`config.mk`:
```
export PLATFORM = sky130hd
export DESIGN_NAME = moisture_ema_pump_control
export DESIGN_NICKNAME = d
export VERILOG_FILES = /design/src/hw/rtl/mepc_pkg.sv /design/src/hw/rtl/moisture_ema_pump_control.sv
export SDC_FILE = /design/constraint.sdc
export NUM_CORES = 1
export LEC_CHECK = 0
export BUFFER_PORTS_ARGS = -buffer_cell sky130_fd_sc_hd__buf_2
export CAP_MARGIN = 15
export CORE_MARGIN = 1.5
export CORE_UTILIZATION = 65
export CTS_CLUSTER_DIAMETER = 40
export DETAILED_ROUTE_END_ITERATION = 6
export GPL_TIMING_DRIVEN = 0
export PLACE_DENSITY = 0.82
export SYNTH_ARGS = -nofsm -noshare
export SYNTH_HDL_FRONTEND = slang
export SYNTH_SLANG_ARGS = --single-unit
```
`constraint.sdc`:
```
create_clock -name i_clk -period 12.17 [get_ports i_clk]
set_clock_uncertainty 0.1 [all_clocks]
set_input_delay 2.434 -clock i_clk [delete_from_list [all_inputs] [get_ports i_clk]]
set_output_delay 2.434 -clock i_clk [all_outputs]
set_load 0.01 [all_outputs]
```
`src/hw/rtl/mepc_pkg.sv`:
```
// ----------------------------------------------------------------------------
// mepc_pkg: shared constants for the moisture EMA pump controller
// Group size, smoothing divisor, field and divider widths, register indexes and reset values.
// ----------------------------------------------------------------------------
package mepc_pkg;

    // Attempts per group and EMA divisor (1..16 and 1..64)
    localparam int SAMPLES_PER_READING = 16;
    localparam int EMA_DIVISOR         = 8;

    // Attempt counter width, at least one bit
    localparam int ATT_W = (SAMPLES_PER_READING > 1) ? $clog2(SAMPLES_PER_READING) : 1;

    // Field widths
    localparam int RAW_W = 12;
    localparam int PCT_W = 7;
    localparam int SUM_W = 16;
    localparam int CNT_W = 5;

    // Shared divider: dividend holds (4095 * 100), divisor holds 12 bits
    localparam int DIV_N  = 19;
    localparam int DIV_D  = 12;
    localparam int STEP_W = 5;

    // Calibration constants
    localparam int PCT_FULL = 100;
    localparam int RAW_MAX  = 4095;

    // Configuration register indexes
    localparam logic [1:0] REG_WET    = 2'd0;
    localparam logic [1:0] REG_DRY    = 2'd1;
    localparam logic [1:0] REG_THRESH = 2'd2;
    localparam logic [1:0] REG_ORIENT = 2'd3;

    // Orientation codes
    localparam logic [1:0] ORIENT_AUTO     = 2'd0;
    localparam logic [1:0] ORIENT_WET_LOW  = 2'd1;
    localparam logic [1:0] ORIENT_WET_HIGH = 2'd2;

    // Reset values of the registers
    localparam logic [RAW_W-1:0] WET_RESET    = 12'd3800;
    localparam logic [RAW_W-1:0] DRY_RESET    = 12'd3900;
    localparam logic [PCT_W-1:0] THRESH_RESET = 7'd50;

endpackage

```
`src/hw/rtl/moisture_ema_pump_control.sv`:
```
// ----------------------------------------------------------------------------
// moisture_ema_pump_control: averaged, smoothed and calibrated soil moisture
// Groups converter attempts, averages, smooths with an EMA and drives the pump.
// ----------------------------------------------------------------------------
// Usage:
//   Input channel (i_in_valid / o_in_ready) carries one converter attempt
//   per beat: i_sample_value and i_sample_ok. Every SAMPLES_PER_READING
//   beats close a group and produce one result beat on the output channel
//   (o_out_valid / i_out_ready): percent, wet flag, pump request, sensor
//   error and the smoothed raw value.
//   Input flow: a beat that does not close a group is taken at once while
//   the sequencer is idle. The beat that closes a group holds o_in_ready
//   low while the sequencer runs: a pass through the shared restoring
//   divider for the average, the EMA step, a second divider pass for the
//   percent unless the reading sits at or beyond a reference or the two
//   references are equal, and the hand-off, which waits until the output
//   register is free.
//   The result sits in an output register; if the receiver stalls, the
//   next non-closing beats are still taken, and a following group result
//   waits in the sequencer until the register is free.
//   Reset (i_rst_n low, synchronous): registers return to 3800 / 3900 /
//   50 / automatic, counters and the EMA clear, and the EMA is re-seeded
//   by the first group after reset.
//   Configuration writes (i_cfg_we) take effect at once, no wait.
// ----------------------------------------------------------------------------
module moisture_ema_pump_control (
    input  logic                             i_clk,
    input  logic                             i_rst_n,
    // configuration write port
    input  logic                             i_cfg_we,
    input  logic [1:0]                       i_cfg_idx,
    input  logic [mepc_pkg::RAW_W-1:0]       i_cfg_data,
    // input channel
    input  logic                             i_in_valid,
    output logic                             o_in_ready,
    input  logic [mepc_pkg::RAW_W-1:0]       i_sample_value,
    input  logic                             i_sample_ok,
    // output channel
    output logic                             o_out_valid,
    input  logic                             i_out_ready,
    output logic [mepc_pkg::PCT_W-1:0]       o_soil_pct,
    output logic                             o_is_wet,
    output logic                             o_pump_on,
    output logic                             o_sensor_error,
    output logic [mepc_pkg::RAW_W-1:0]       o_smoothed_raw
);

    // Sequencer states
    localparam logic [2:0] S_IDLE = 3'd0;
    localparam logic [2:0] S_DIV  = 3'd1;
    localparam logic [2:0] S_EMA  = 3'd2;
    localparam logic [2:0] S_UPD  = 3'd3;
    localparam logic [2:0] S_PCT  = 3'd4;
    localparam logic [2:0] S_PLD  = 3'd5;
    localparam logic [2:0] S_DONE = 3'd6;

    // What the divider is working on
    localparam logic [1:0] PH_AVG = 2'd0;
    localparam logic [1:0] PH_PCT = 2'd2;

    localparam int RAW_W = mepc_pkg::RAW_W;
    localparam int PCT_W = mepc_pkg::PCT_W;
    localparam int DIV_N = mepc_pkg::DIV_N;
    localparam int DIV_D = mepc_pkg::DIV_D;

    // Configuration registers
    logic [RAW_W-1:0] r_wet;
    logic [RAW_W-1:0] r_dry;
    logic [PCT_W-1:0] r_thresh;
    logic [1:0]       r_orient;

    // Group accumulation
    logic [mepc_pkg::SUM_W-1:0] r_sum;
    logic [mepc_pkg::CNT_W-1:0] r_good;
    logic [mepc_pkg::ATT_W-1:0] r_att;

    // Sequencer and EMA state
    logic [2:0]       r_state;
    logic [1:0]       r_phase;
    logic [RAW_W-1:0] r_ema;
    logic             r_started;
    logic             r_err;
    logic             r_neg;
    logic [PCT_W-1:0] r_pct;

    // Shared divider
    logic [mepc_pkg::STEP_W-1:0] r_step;
    logic [DIV_N-1:0]            r_dq;
    logic [DIV_D-1:0]            r_drem;
    logic [DIV_D-1:0]            r_dden;

    // Output register
    logic             r_out_valid;
    logic [PCT_W-1:0] r_o_pct;
    logic             r_o_wet;
    logic             r_o_pump;
    logic             r_o_err;
    logic [RAW_W-1:0] r_o_raw;

    // Accept and accumulate
    logic                       in_acc;
    logic                       grp_end;
    logic [mepc_pkg::SUM_W-1:0] sum_new;
    logic [mepc_pkg::CNT_W-1:0] good_new;

    assign o_in_ready = (r_state == S_IDLE);
    assign in_acc     = i_in_valid && o_in_ready;
    assign grp_end    = (r_att == mepc_pkg::ATT_W'(mepc_pkg::SAMPLES_PER_READING - 1));
    assign sum_new    = r_sum + (i_sample_ok ? mepc_pkg::SUM_W'(i_sample_value)
                                             : mepc_pkg::SUM_W'(0));
    assign good_new   = r_good + (i_sample_ok ? mepc_pkg::CNT_W'(1) : mepc_pkg::CNT_W'(0));

    // Divider step: shift one dividend bit into the remainder, try subtract
    logic [DIV_D:0] d_trial;
    logic [DIV_D:0] d_diff;
    logic           d_ge;
    logic           d_last;

    assign d_trial = {r_drem, r_dq[DIV_N-1]};
    assign d_diff  = d_trial - {1'b0, r_dden};
    assign d_ge    = (d_trial >= {1'b0, r_dden});
    assign d_last  = (r_step == mepc_pkg::STEP_W'(DIV_N - 1));

    // Average with clamp, zero on an empty group
    logic [RAW_W-1:0] avg_q;
    logic [RAW_W:0]   ema_diff;
    logic [RAW_W-1:0] ema_mag;

    always_comb begin
        if (r_err) begin
            avg_q = '0;
        end else if (|r_dq[DIV_N-1:RAW_W]) begin
            avg_q = RAW_W'(mepc_pkg::RAW_MAX);
        end else begin
            avg_q = r_dq[RAW_W-1:0];
        end
        ema_diff = {1'b0, avg_q} - {1'b0, r_ema};
        ema_mag  = ema_diff[RAW_W] ? RAW_W'(-ema_diff) : ema_diff[RAW_W-1:0];
    end

    // EMA update with clamp to 0..4095
    logic [RAW_W+1:0] upd_step;
    logic [RAW_W+1:0] upd_sum;
    logic [RAW_W-1:0] upd_ema;

    always_comb begin
        upd_step = r_neg ? -{2'b00, r_dq[RAW_W-1:0]} : {2'b00, r_dq[RAW_W-1:0]};
        upd_sum  = {2'b00, r_ema} + upd_step;
        if (upd_sum[RAW_W+1]) begin
            upd_ema = '0;
        end else if (upd_sum[RAW_W]) begin
            upd_ema = RAW_W'(mepc_pkg::RAW_MAX);
        end else begin
            upd_ema = upd_sum[RAW_W-1:0];
        end
    end

    // Calibration setup: fixed answer or numerator / denominator
    logic             wet_low;
    logic             pct_fix;
    logic [PCT_W-1:0] pct_val;
    logic [RAW_W-1:0] cal_span;
    logic [RAW_W-1:0] cal_dist;
    logic [DIV_N-1:0] cal_num;

    always_comb begin
        case (r_orient)
            mepc_pkg::ORIENT_WET_LOW:  wet_low = 1'b1;
            mepc_pkg::ORIENT_WET_HIGH: wet_low = 1'b0;
            default:                   wet_low = (r_wet < r_dry);
        endcase
        pct_fix  = 1'b1;
        pct_val  = '0;
        cal_span = '0;
        cal_dist = '0;
        if (r_wet == r_dry) begin
            pct_val = '0;
        end else if (wet_low) begin
            if (r_ema <= r_wet) begin
                pct_val = PCT_W'(mepc_pkg::PCT_FULL);
            end else if (r_ema >= r_dry) begin
                pct_val = '0;
            end else begin
                pct_fix  = 1'b0;
                cal_dist = r_dry - r_ema;
                cal_span = r_dry - r_wet;
            end
        end else begin
            if (r_ema >= r_wet) begin
                pct_val = PCT_W'(mepc_pkg::PCT_FULL);
            end else if (r_ema <= r_dry) begin
                pct_val = '0;
            end else begin
                pct_fix  = 1'b0;
                cal_dist = r_ema - r_dry;
                cal_span = r_wet - r_dry;
            end
        end
        cal_num = DIV_N'(cal_dist) * DIV_N'(mepc_pkg::PCT_FULL);
    end

    // Result fields
    logic res_wet;
    assign res_wet = (r_pct > r_thresh);

    logic out_load;
    assign out_load = (r_state == S_DONE) && (!r_out_valid || i_out_ready);

    // Configuration registers
    always_ff @(posedge i_clk) begin
        if (!i_rst_n) begin
            r_wet    <= mepc_pkg::WET_RESET;
            r_dry    <= mepc_pkg::DRY_RESET;
            r_thresh <= mepc_pkg::THRESH_RESET;
            r_orient <= mepc_pkg::ORIENT_AUTO;
        end else if (i_cfg_we) begin
            case (i_cfg_idx)
                mepc_pkg::REG_WET:    r_wet    <= i_cfg_data;
                mepc_pkg::REG_DRY:    r_dry    <= i_cfg_data;
                mepc_pkg::REG_THRESH: r_thresh <= i_cfg_data[PCT_W-1:0];
                mepc_pkg::REG_ORIENT: r_orient <= i_cfg_data[1:0];
                default: ;
            endcase
        end
    end

    // Sequencer, accumulators and EMA state
    always_ff @(posedge i_clk) begin
        if (!i_rst_n) begin
            r_state   <= S_IDLE;
            r_phase   <= PH_AVG;
            r_sum     <= '0;
            r_good    <= '0;
            r_att     <= '0;
            r_ema     <= '0;
            r_started <= 1'b0;
            r_step    <= '0;
        end else begin
            case (r_state)
                S_IDLE: begin
                    if (in_acc) begin
                        if (grp_end) begin
                            r_sum   <= '0;
                            r_good  <= '0;
                            r_att   <= '0;
                            r_err   <= (good_new == '0);
                            r_dq    <= DIV_N'(sum_new);
                            r_drem  <= '0;
                            r_dden  <= DIV_D'(good_new);
                            r_step  <= '0;
                            r_phase <= PH_AVG;
                            r_state <= S_DIV;
                        end else begin
                            r_sum  <= sum_new;
                            r_good <= good_new;
                            r_att  <= r_att + mepc_pkg::ATT_W'(1);
                        end
                    end
                end
                S_DIV: begin
                    r_drem <= d_ge ? d_diff[DIV_D-1:0] : d_trial[DIV_D-1:0];
                    r_dq   <= {r_dq[DIV_N-2:0], d_ge};
                    r_step <= r_step + mepc_pkg::STEP_W'(1);
                    if (d_last) begin
                        case (r_phase)
                            PH_AVG:  r_state <= S_EMA;
                            default: r_state <= S_PLD;
                        endcase
                    end
                end
                S_EMA: begin
                    if (!r_started) begin
                        // first group seeds the EMA
                        r_ema     <= avg_q;
                        r_started <= 1'b1;
                        r_state   <= S_PCT;
                    end else begin
                        // magnitude step, truncated toward zero
                        r_neg   <= ema_diff[RAW_W];
                        r_dq    <= DIV_N'(ema_mag / mepc_pkg::EMA_DIVISOR);
                        r_state <= S_UPD;
                    end
                end
                S_UPD: begin
                    r_ema   <= upd_ema;
                    r_state <= S_PCT;
                end
                S_PCT: begin
                    if (pct_fix) begin
                        r_pct   <= pct_val;
                        r_state <= S_DONE;
                    end else begin
                        r_dq    <= cal_num;
                        r_drem  <= '0;
                        r_dden  <= cal_span;
                        r_step  <= '0;
                        r_phase <= PH_PCT;
                        r_state <= S_DIV;
                    end
                end
                S_PLD: begin
                    r_pct   <= r_dq[PCT_W-1:0];
                    r_state <= S_DONE;
                end
                S_DONE: begin
                    if (out_load) begin
                        r_state <= S_IDLE;
                    end
                end
                default: r_state <= S_IDLE;
            endcase
        end
    end

    // Output register
    always_ff @(posedge i_clk) begin
        if (!i_rst_n) begin
            r_out_valid <= 1'b0;
        end else if (out_load) begin
            r_out_valid <= 1'b1;
        end else if (i_out_ready) begin
            r_out_valid <= 1'b0;
        end
    end

    always_ff @(posedge i_clk) begin
        if (out_load) begin
            r_o_pct  <= r_pct;
            r_o_wet  <= res_wet;
            r_o_pump <= !r_err && !res_wet;
            r_o_err  <= r_err;
            r_o_raw  <= r_ema;
        end
    end

    assign o_out_valid    = r_out_valid;
    assign o_soil_pct     = r_o_pct;
    assign o_is_wet       = r_o_wet;
    assign o_pump_on      = r_o_pump;
    assign o_sensor_error = r_o_err;
    assign o_smoothed_raw = r_o_raw;

endmodule

```
# After elaboration in Yosys (flattened, before gate mapping)
# Cells that the tools add are included.
# word_totals
out_inout_bits,24
word_cells,170
input_bits,32
register_bits,156
# classes
n_mux,70
n_mul,1
eq_ne,22
addsub,13
n_lt_le_gt_ge,7
reduce_logical,33
# ops
cell,count
two-way mux 12 bit,26
two-way mux 19 bit,4
one-hot mux 19 bit (4 select lines),1
subtractor 12 bit,5
one-hot mux 12 bit (2 select lines),2
one-hot mux 12 bit (3 select lines),1
two-way mux 7 bit,5
>= comparator 12 bit,2
less-or-equal comparator 12 bit,2
two-way mux 3 bit,7
one-hot mux 3 bit (7 select lines),1
two-way mux 5 bit,4
multiplier 12 x 5 -> 17 bit (second input constant),1
adder 16 x 12 -> 16 bit,1
two-way mux 16 bit,1
AND reduction 4 bit,4
one-hot mux 5 bit (3 select lines),1
adder 12 x 14 -> 14 bit,1
two-way mux 14 bit,1
negator 12 -> 14 bit,1
one-hot mux 7 bit (2 select lines),1
>= comparator 13 x 12 -> 1 bit,1
subtractor 12 x 12 -> 13 bit,1
== test 12 bit,1
other kinds (34),71

# Logic depth before layout (Yosys ltp)
# Gate-level depths: netlist (run 1).
# depth
word_depth,8
ltp_mapped,28
depth_no_buf,26

# Least setup slack after synthesis (run 1)
# OpenSTA, ideal clock, no wires.
# synth_path
kind,register to register
start,register r_dry[1]
end,"register r_dq[17], data pin"
setup_slack_ns,6.257
path_stages_with_launch,25
setup_time_ns,0.264
synth_period_minus_slack_ns,5.913
t_required_ns,11.806
t_arrival_ns,5.550
path_buffers,1
cell_sequence,dfxtp_1 inv_1 fa_1 a21o_1 a221oi_2 a21o_1 o221ai_2 nor4b_2 nor2_2 clkbuf_1 nor2_1 ha_1 ha_1 inv_1 fa_1 inv_1 ha_1 a21oi_1 o21bai_1 a31oi_1 o21ai_0 or4_1 o311a_1 xnor2_1 o21ai_0
# synth_between
elab_chain_len,8
word_cells_on_any_way,16
classes_between,2 x add/sub; 1 x mul; 3 x order compare; 1 x eq/ne; 9 x mux
# synth_rtl
element,line_no,rtl
"start, declared",moisture_ema_pump_control.sv:68,logic [RAW_W-1:0] r_dry;
"start signal, assigned",moisture_ema_pump_control.sv:213,r_dry <= mepc_pkg::DRY_RESET;
"start signal, assigned",moisture_ema_pump_control.sv:219,mepc_pkg::REG_DRY: r_dry <= i_cfg_data;
subtractor 12 bit (tied with other cells),moisture_ema_pump_control.sv:195,cal_dist = r_ema - r_dry;
two-way mux 12 bit (on tied branches),"moisture_ema_pump_control.sv:191, moisture_ema_pump_control.sv:181",
two-way mux 12 bit (on tied branches),"moisture_ema_pump_control.sv:189, moisture_ema_pump_control.sv:179",
two-way mux 12 bit,moisture_ema_pump_control.sv:178,end else if (wet_low) begin
two-way mux 12 bit *,moisture_ema_pump_control.sv:176,if (r_wet == r_dry) begin
multiplier 12 x 5 -> 17 bit *,moisture_ema_pump_control.sv:199,cal_num = DIV_N'(cal_dist) * DIV_N'(mepc_pkg::PCT_FULL);
two-way mux 19 bit *,moisture_ema_pump_control.sv:289,if (pct_fix) begin
one-hot mux 19 bit (4 select lines) *,moisture_ema_pump_control.sv:239,case (r_state)
"end signal, assigned",moisture_ema_pump_control.sv:247,r_dq <= DIV_N'(sum_new);
"end signal, assigned",moisture_ema_pump_control.sv:262,"r_dq <= {r_dq[DIV_N-2:0], d_ge};"
"end signal, assigned",moisture_ema_pump_control.sv:293,r_dq <= cal_num;
"end, declared",moisture_ema_pump_control.sv:88,logic [DIV_N-1:0] r_dq;
# Every way passes the cells marked *; elsewhere a longest branch is shown, timed or not. The select of a mux whose other input is x is not followed.
# A chain may end at the register's enable or synchronous reset.

# Worst setup path in the final report (run 1)
# Ends and elaborated chain as after synthesis.

==> results_dict.tcl, run 1 <==
set metrics [dict create \
    cts_tree "done" \
    gp_congestion 0.946 \
    slew-limit-headroom_pct 30.0 \
    hold_path.class "reg2reg" \
    yosysTopAreaCell "edfxtp_1" \
    dieArea_um2 20900 \
    cts-htree-levels 4 \
    netlist.area_leader.share_pct 17.1 \
    die-width_um 144 \
    power_leakage_uw 0.00612 \
    first_pass_iters 6 \
    tns_ps 0 \
    antenna-diode-count 0 \
    avgRoutedWirePerCell_um 19.5 \
    p_int_uw 920 \
    seq_area_um2 3840 \
    synth_enable_flop_cells 74 \
    fp.coreArea_um2 19500 \
    min_period_ps 7240 \
    cts_resized 0 \
    first_global_vias 11100 \
    status "completed" \
    power.density_nw_per_um2 90.1 \
    drc 0 \
    ant_nets 0 \
    nFillCells 1542 \
    design_area_um2 14200 \
    multiInputGateArea_um2 8530 \
    num_rows 51 \
    synth_area_leaders "edfxtp_1 17%, ha_1 15%, dfxtp_1 12%, o21ai_0 3.9%, xnor2_1 3.8%" \
    synth.yosys.seq_area_share_pct 29.6 \
    syn_nets 1724 \
    drive_above_1_share_pct 7.66 \
    grt_pass1_wl_um 57100 \
    clkTransAtPathRegs_ps 70 \
    track_usage_pct 35.7 \
    start_util_pct 66.6 \
    swShare_pct 28.2 \
    io_buffers 53 \
    rsz0062_at_grt "no" \
    die_h_um 144 \
    grt_overflow 0 \
    totalWireLength_um 36500 \
    pwr-share-comb_pct 13.3 \
    fin_crit_sh_pct 59.5 \
    syn-cell-area_um2 13000 \
    synth-main-ff-cell "dfxtp_1" \
    worstSetupEndpointType "flip-flop" \
    worst-endpoint-required_ps 12250 \
    worstPathArrival_ps 7320 \
    crit_path_start_kind "flip-flop" \
    maxSlewViolCount 0 \
    maxCapViolCount 0 \
    drtIter0Drc 1190 \
    grt_max_degree 23 \
    cts.path.max_buffers 2 \
    area_growth_pct 9.52 \
    ys_ff_latch 155 \
    clk_latency_ps 440 \
    p_seq_share_pct 43.6 \
    crit_type "reg2reg" \
    dr_total_vias 11900 \
    ios 56 \
    cp_max_fo 10 \
    power.total_uw 1280 \
    fmax_ghz 0.138 \
    p_sw_uw 362 \
    via_per_inst 6.38 \
    synthDistinctLibCells 79 \
    synthCells 1518 \
    antenna_found_initial 0 \
    post_cts_buffers 0 \
    power_frac_clock_pct 43.1 \
    syn-mean-instance-area_um2 8.56 \
    hold_violations 0 \
    dpl.hpwl_um 28200 \
    vdd_drop_max_mv 0.0923 \
    root_buffer "clkbuf_16" \
    ys_warn_count 0 \
    cts_sinks 155 \
    tightest_slew_ps 1050 \
    finalSetupViolations 0 \
    postCtsHoldBufs 0 \
    cts_made_buffers 17 \
    nets 1799 \
    ys_async_sr_fraction_pct 0 \
    placed_area_um2 13600 \
]
-- metal layers --
metal | routed length (um) | GRT usage [%]
met1 | 15000 | 45.8
met2 | 16600 | 57.8
met3 | 3490 | 7.85
met4 | 1450 | 15.5
met5 | 0 | 0
-- synthesized netlist by cell type (all sizes together) (3+ instances only) --
library cell and count:
and2 29, and4 9, a211oi 18, a21oi 98
o22ai 10, and3 9, clkbuf 45, o211ai 24
nor4 7, o221ai 5, ha 159, a31oi 15
a21o 39, o21bai 12, a21boi 28, or2 12
nand3 33, a22oi 16, o21ai 103, inv 111
nor2 124, o22a 3, o41ai 10, edfxtp 74
nor3 24, o21a 19, nand3b 4, a221oi 13
mux2i 15, buf 10, a2bb2oi 11, a22o 3
fa 15, nor2b 33, dfxtp 81, o31a 6
nand2b 16, or3 15, o31ai 6, xor2 29
a211o 4, nand2 124, xnor2 56, nand4 12
-- power by group through the flow --
| stage | Sequential, uW | Combinational (uW) | Clock [uW] |
|---|---|---|---|
| after floorplan | 568 | 118 | 0 |
| after global placement | 571 | 160 | 0 |
| after detailed placement | 571 | 164 | 0 |
| after CTS | 560 | 166 | 551 |
| after global routing | 560 | 185 | 571 |
| final | 560 | 170 | 553 |
-- cell type report --
| cell class | count | share of cell area [%] |
|---|---|---|
| inverters | 112 | 2.95 |
| flip-flops and latches | 155 | 27.0 |
| well taps | 265 | 2.33 |
| plain buffers | 55 | 1.50 |
| repair buffers | 56 | 2.13 |
| multi-input cells | 1196 | 59.9 |
| clock buffers | 18 | 3.16 |
| clock inverters | 14 | 1.03 |
-- critical path: stages (launching register included) --
cell and delay (ps):
dfxtp_1 600, inv_1 260, fa_1 480, a21o_1 200, a221oi_2 430, a21o_1 230, o221ai_2 240, nor4b_2 570
nor2_2 190, clkbuf_1 260, nor2_1 300, ha_1 290, ha_1 280, inv_1 60, fa_1 540, inv_1 50
ha_1 330, a21oi_1 240, o21bai_1 120, a31oi_1 220, o21ai_0 180, or4_1 420, o311a_1 140, xnor2_1 170
o21ai_0 100
-- logic make-up after synthesis --
| group | synth area share [%] |
|---|---|
| simple gates | 17.3 |
| flops | 29.6 |
| mux | 1.24 |
| compound gates | 23.7 |
| xor+xnor | 5.73 |
| fa+ha+maj | 17.6 |
| buf+inv | 4.88 |
-- flip-flops by register name (all words and copies together) (netlist names), 3 cells and up --
name            count
r_good              5
r_dry              12
r_step              5
o_soil_pct          7
r_thresh            7
r_ema              12
r_dden             12
r_state             3
r_drem             12
o_smoothed_raw     12
r_dq               19
r_sum              16
r_att               4
r_wet              12
r_pct               7
-- cells in the final DEF, fill, tap and decap left out, types with 16 or more instances in the layout --
master and count:
edfxtp_1 74, nand3_1 33, ha_1 159, buf_2 59, o211ai_1 24, inv_1 111, nand2_1 124, a211oi_1 18
nor3_1 24, nand2b_1 16, xnor2_1 56, clkbuf_16 18, o21a_1 19, o21ai_0 102, nor2_1 123, a22oi_1 16
a21o_1 39, and2_1 28, nor2b_1 32, a21boi_0 26, dfxtp_1 81, a21oi_1 96, clkbuf_1 45, xor2_1 29
-- stage by stage --
stage | setup slack, ps | utilization, % | instances | hold slack, ps
after CTS | 5090 | 72.9 | 1870 | 372
final | 4930 | 72.9 | 1871 | 371
after global routing | 4530 | 72.9 | 1871 | 403
after detailed placement | 5150 | 69.8 | 1838 | 362
after global placement | 5290 | 69.6 | 1836 | 355
after floorplan | 6260 | - | 1518 | 326
-- worst paths after layout --
check | start | to | slack [ps] | cells after the start
setup reg to reg | r_dry[1] | r_dq[17] | 4930 | 24
hold / removal | r_thresh[6] | r_thresh[6] | 370 | 2
hold reg to reg | r_thresh[6] | r_thresh[6] | 370 | 2
setup / recovery | r_dry[1] | r_dq[17] | 4930 | 24
Power figures use the tool's default switching activity.
==> inputs of run 2 (changes only) <==
--- a/config.mk
+++ b/config.mk
@@ -5,14 +5,15 @@
 export SDC_FILE = /design/constraint.sdc
 export NUM_CORES = 1
 export LEC_CHECK = 0
+export ABC_AREA = 1
 export BUFFER_PORTS_ARGS = -buffer_cell sky130_fd_sc_hd__buf_2
 export CAP_MARGIN = 15
 export CORE_MARGIN = 1.5
-export CORE_UTILIZATION = 65
+export CORE_UTILIZATION = 64
 export CTS_CLUSTER_DIAMETER = 40
 export DETAILED_ROUTE_END_ITERATION = 6
 export GPL_TIMING_DRIVEN = 0
-export PLACE_DENSITY = 0.82
+export PLACE_DENSITY = 0.81
 export SYNTH_ARGS = -nofsm -noshare
 export SYNTH_HDL_FRONTEND = slang
 export SYNTH_SLANG_ARGS = --single-unit
==> constraint.sdc (replaced) <==
create_clock -name i_clk -period 7.2 [get_ports i_clk]
set_clock_uncertainty 0.1 [all_clocks]
set_input_delay 1.44 -clock i_clk [delete_from_list [all_inputs] [get_ports i_clk]]
set_output_delay 1.44 -clock i_clk [all_outputs]
set_load 0.01 [all_outputs]
==> run 2 against run 1 <==
Sequential cell count did not move. Synthesized cell count rose by 23%. Sequential power rose by 75%. Wire length rose by 6.1%. Non-clock buffer count fell by 8. Core utilization fell by 1.1 points. Area after synthesis rose by 3.9%. Cell area rose by 3.4%. Cell count rose by 19%.
==> results_dict.tcl, run 2 <==
set metrics [dict create \
    maxCapViolCount 0 \
    cts_resized 0 \
    min_period_ps 6040 \
    track_usage_pct 35.6 \
    syn-cell-area_um2 13500 \
    io_buffers 55 \
    power.density_nw_per_um2 179 \
    ant_nets 0 \
    maxSlewViolCount 0 \
    cts_made_buffers 17 \
    totalWireLength_um 38700 \
    post_cts_buffers 0 \
    top_regs "r_dq: 19 flops, r_sum: 16 flops" \
    via_per_inst 5.85 \
    status "completed" \
    fmax_ghz 0.166 \
    tns_ps 0 \
    worst-endpoint-required_ps 7290 \
    start_util_pct 65.9 \
    avgRoutedWirePerCell_um 17.4 \
    postCtsHoldBufs 0 \
    nets 2143 \
    synth.most_common_cell "nand2_1" \
    slew-limit-headroom_pct 31.8 \
    drc 0 \
    synth.top_cells.by_count "425 x nand2_1, 283 x inv_1, 177 x a21oi_1" \
    ys_warn_count 0 \
    cts.path.max_buffers 2 \
    fin_crit_sh_pct 83.9 \
    cts_sinks 155 \
    crit_slowest_cell "fa_1" \
    finalSetupViolations 0 \
    cts-htree-levels 4 \
    die_h_um 148 \
    num_rows 52 \
    synth-main-ff-cell "dfxtp_1" \
    nFillCells 1717 \
    first_pass_iters 6 \
    tightest_slew_ps 1010 \
    vdd_drop_max_mv 0.164 \
    layout_commonest_cell "nand2_1" \
    first_global_vias 12000 \
    power_leakage_uw 0.00728 \
    dr_total_vias 13000 \
    rsz0062_at_grt "no" \
    grt_overflow 0 \
    drtIter0Drc 1182 \
    synth_area_leaders "edfxtp_1 16%, ha_1 15%, dfxtp_1 12%, nand2_1 12%, inv_1 7.9%" \
    largest_register_ffs 19 \
    syn_nets 2066 \
    ys_ff_latch 155 \
    fp.coreArea_um2 20500 \
    antenna_found_initial 0 \
    cp_common_cell "nand2_1" \
    gp_congestion 0.978 \
    cts_tree "done" \
    netlist.area_leader.share_pct 16.4 \
    grt_pass1_wl_um 61000 \
    seq_area_um2 3840 \
    cp_max_fo 6 \
    mostFrequentLayoutCells "425 x nand2_1, 283 x inv_1, 177 x a21oi_1" \
    root_buffer "clkbuf_16" \
    drive_above_1_share_pct 8.67 \
    power.total_uw 2640 \
    multiInputGateArea_um2 8370 \
    hold_violations 0 \
    syn-mean-instance-area_um2 7.27 \
    grt_max_degree 20 \
    worstPathArrival_ps 6120 \
    area_growth_pct 8.93 \
    synth_enable_flop_cells 74 \
    synth.yosys.seq_area_share_pct 28.4 \
    antenna-diode-count 0 \
    hold_path.class "reg2reg" \
    crit_type "reg2reg" \
    clkTransAtPathRegs_ps 70 \
    dieArea_um2 22000 \
    synthCells 1860 \
    ys_async_sr_fraction_pct 0 \
    ios 56 \
    synthDistinctLibCells 57 \
    crit_path_start_kind "flip-flop" \
    dpl.hpwl_um 31200 \
    clk_latency_ps 440 \
    worstSetupEndpointType "flip-flop" \
    yosysTopAreaCell "edfxtp_1" \
    die-width_um 148 \
    top_register "r_dq" \
    max_stage_delay_ps 530 \
]
## run 2: changes by cell type after synthesis, moves of 30 or more
cell	change
a21oi_1	+80
xnor2_1	-31
nor2b_1	-33
a21o_1	-30
nand2_1	+301
inv_1	+172
nand3_1	+76
## run 2: cells by family (layout without fill, tap and decap cells)
group | count (synthesis) | count (layout) | synth area share (%)
AO/OA/AOI/OAI | 368 | 368 | 15.5
AND/OR/NAND/NOR | 756 | 756 | 24.8
buffers and inverters | 335 | 425 | 9.67
adder cells (fa/ha/maj) | 174 | 174 | 16.9
XOR/XNOR | 72 | 72 | 4.67
flip-flops | 155 | 155 | 28.4
## run 2: worst paths after layout
path / startpoint / to / slack, ps / cells past startpoint
worst max-delay path: r_ema[0] / r_dq[16] / 1160 / 31
worst min-delay path: r_pct[1] / o_soil_pct[1] / 350 / 0
worst max register to register: r_ema[0] / r_dq[16] / 1160 / 31
worst min register to register: r_pct[1] / o_soil_pct[1] / 350 / 0
## run 2: power breakdown
group / leakage, uW / internal, uW / total, uW / switching [uW]
clock: 0.000273 / 482 / 873 / 391
combinational: 0.00566 / 271 / 785 / 514
sequential: 0.00135 / 958 / 982 / 23.9
## run 2: critical path: cells and delay by family, from the launching register on
family,cells,cell delay [ps]
buffers and inverters,5,420
flip-flops,1,430
AND/OR/NAND/NOR,14,1460
adder cells (fa/ha/maj),6,2080
AO/OA/AOI/OAI,6,1300
## run 2: area by class of cell
cell class,instances,area share (%)
clock inverters,15,0.918
flip-flops and latches,155,26.1
multi-input cells,1370,56.9
repair buffers,58,2.05
well taps,270,2.30
plain buffers,45,1.48
clock buffers,17,2.89
inverters,290,7.40
## run 2: through the flow
stage               setup WS [ps]  util (%)  instances  hold WS (ps)  cell area, um2
floorplan                    2050         -       1860           326           13500
global placement             1270      68.9       2185           335           14100
detailed placement           1220      69.0       2187           350           14200
CTS                          1190      71.8       2219           356           14700
global route                  781      71.8       2220           371           14700
finish                       1160      71.8       2220           350           14700
## run 2: per-layer routing
layer	share of wire, %	track usage (%)	up-vias	wire (um)
li1	-	-	6349	-
met1	43	47.6	5998	16700
met2	45	58.0	558	17500
met3	7.5	4.72	79	2920
met4	4.1	15.5	0	1570
met5	0	0	-	0
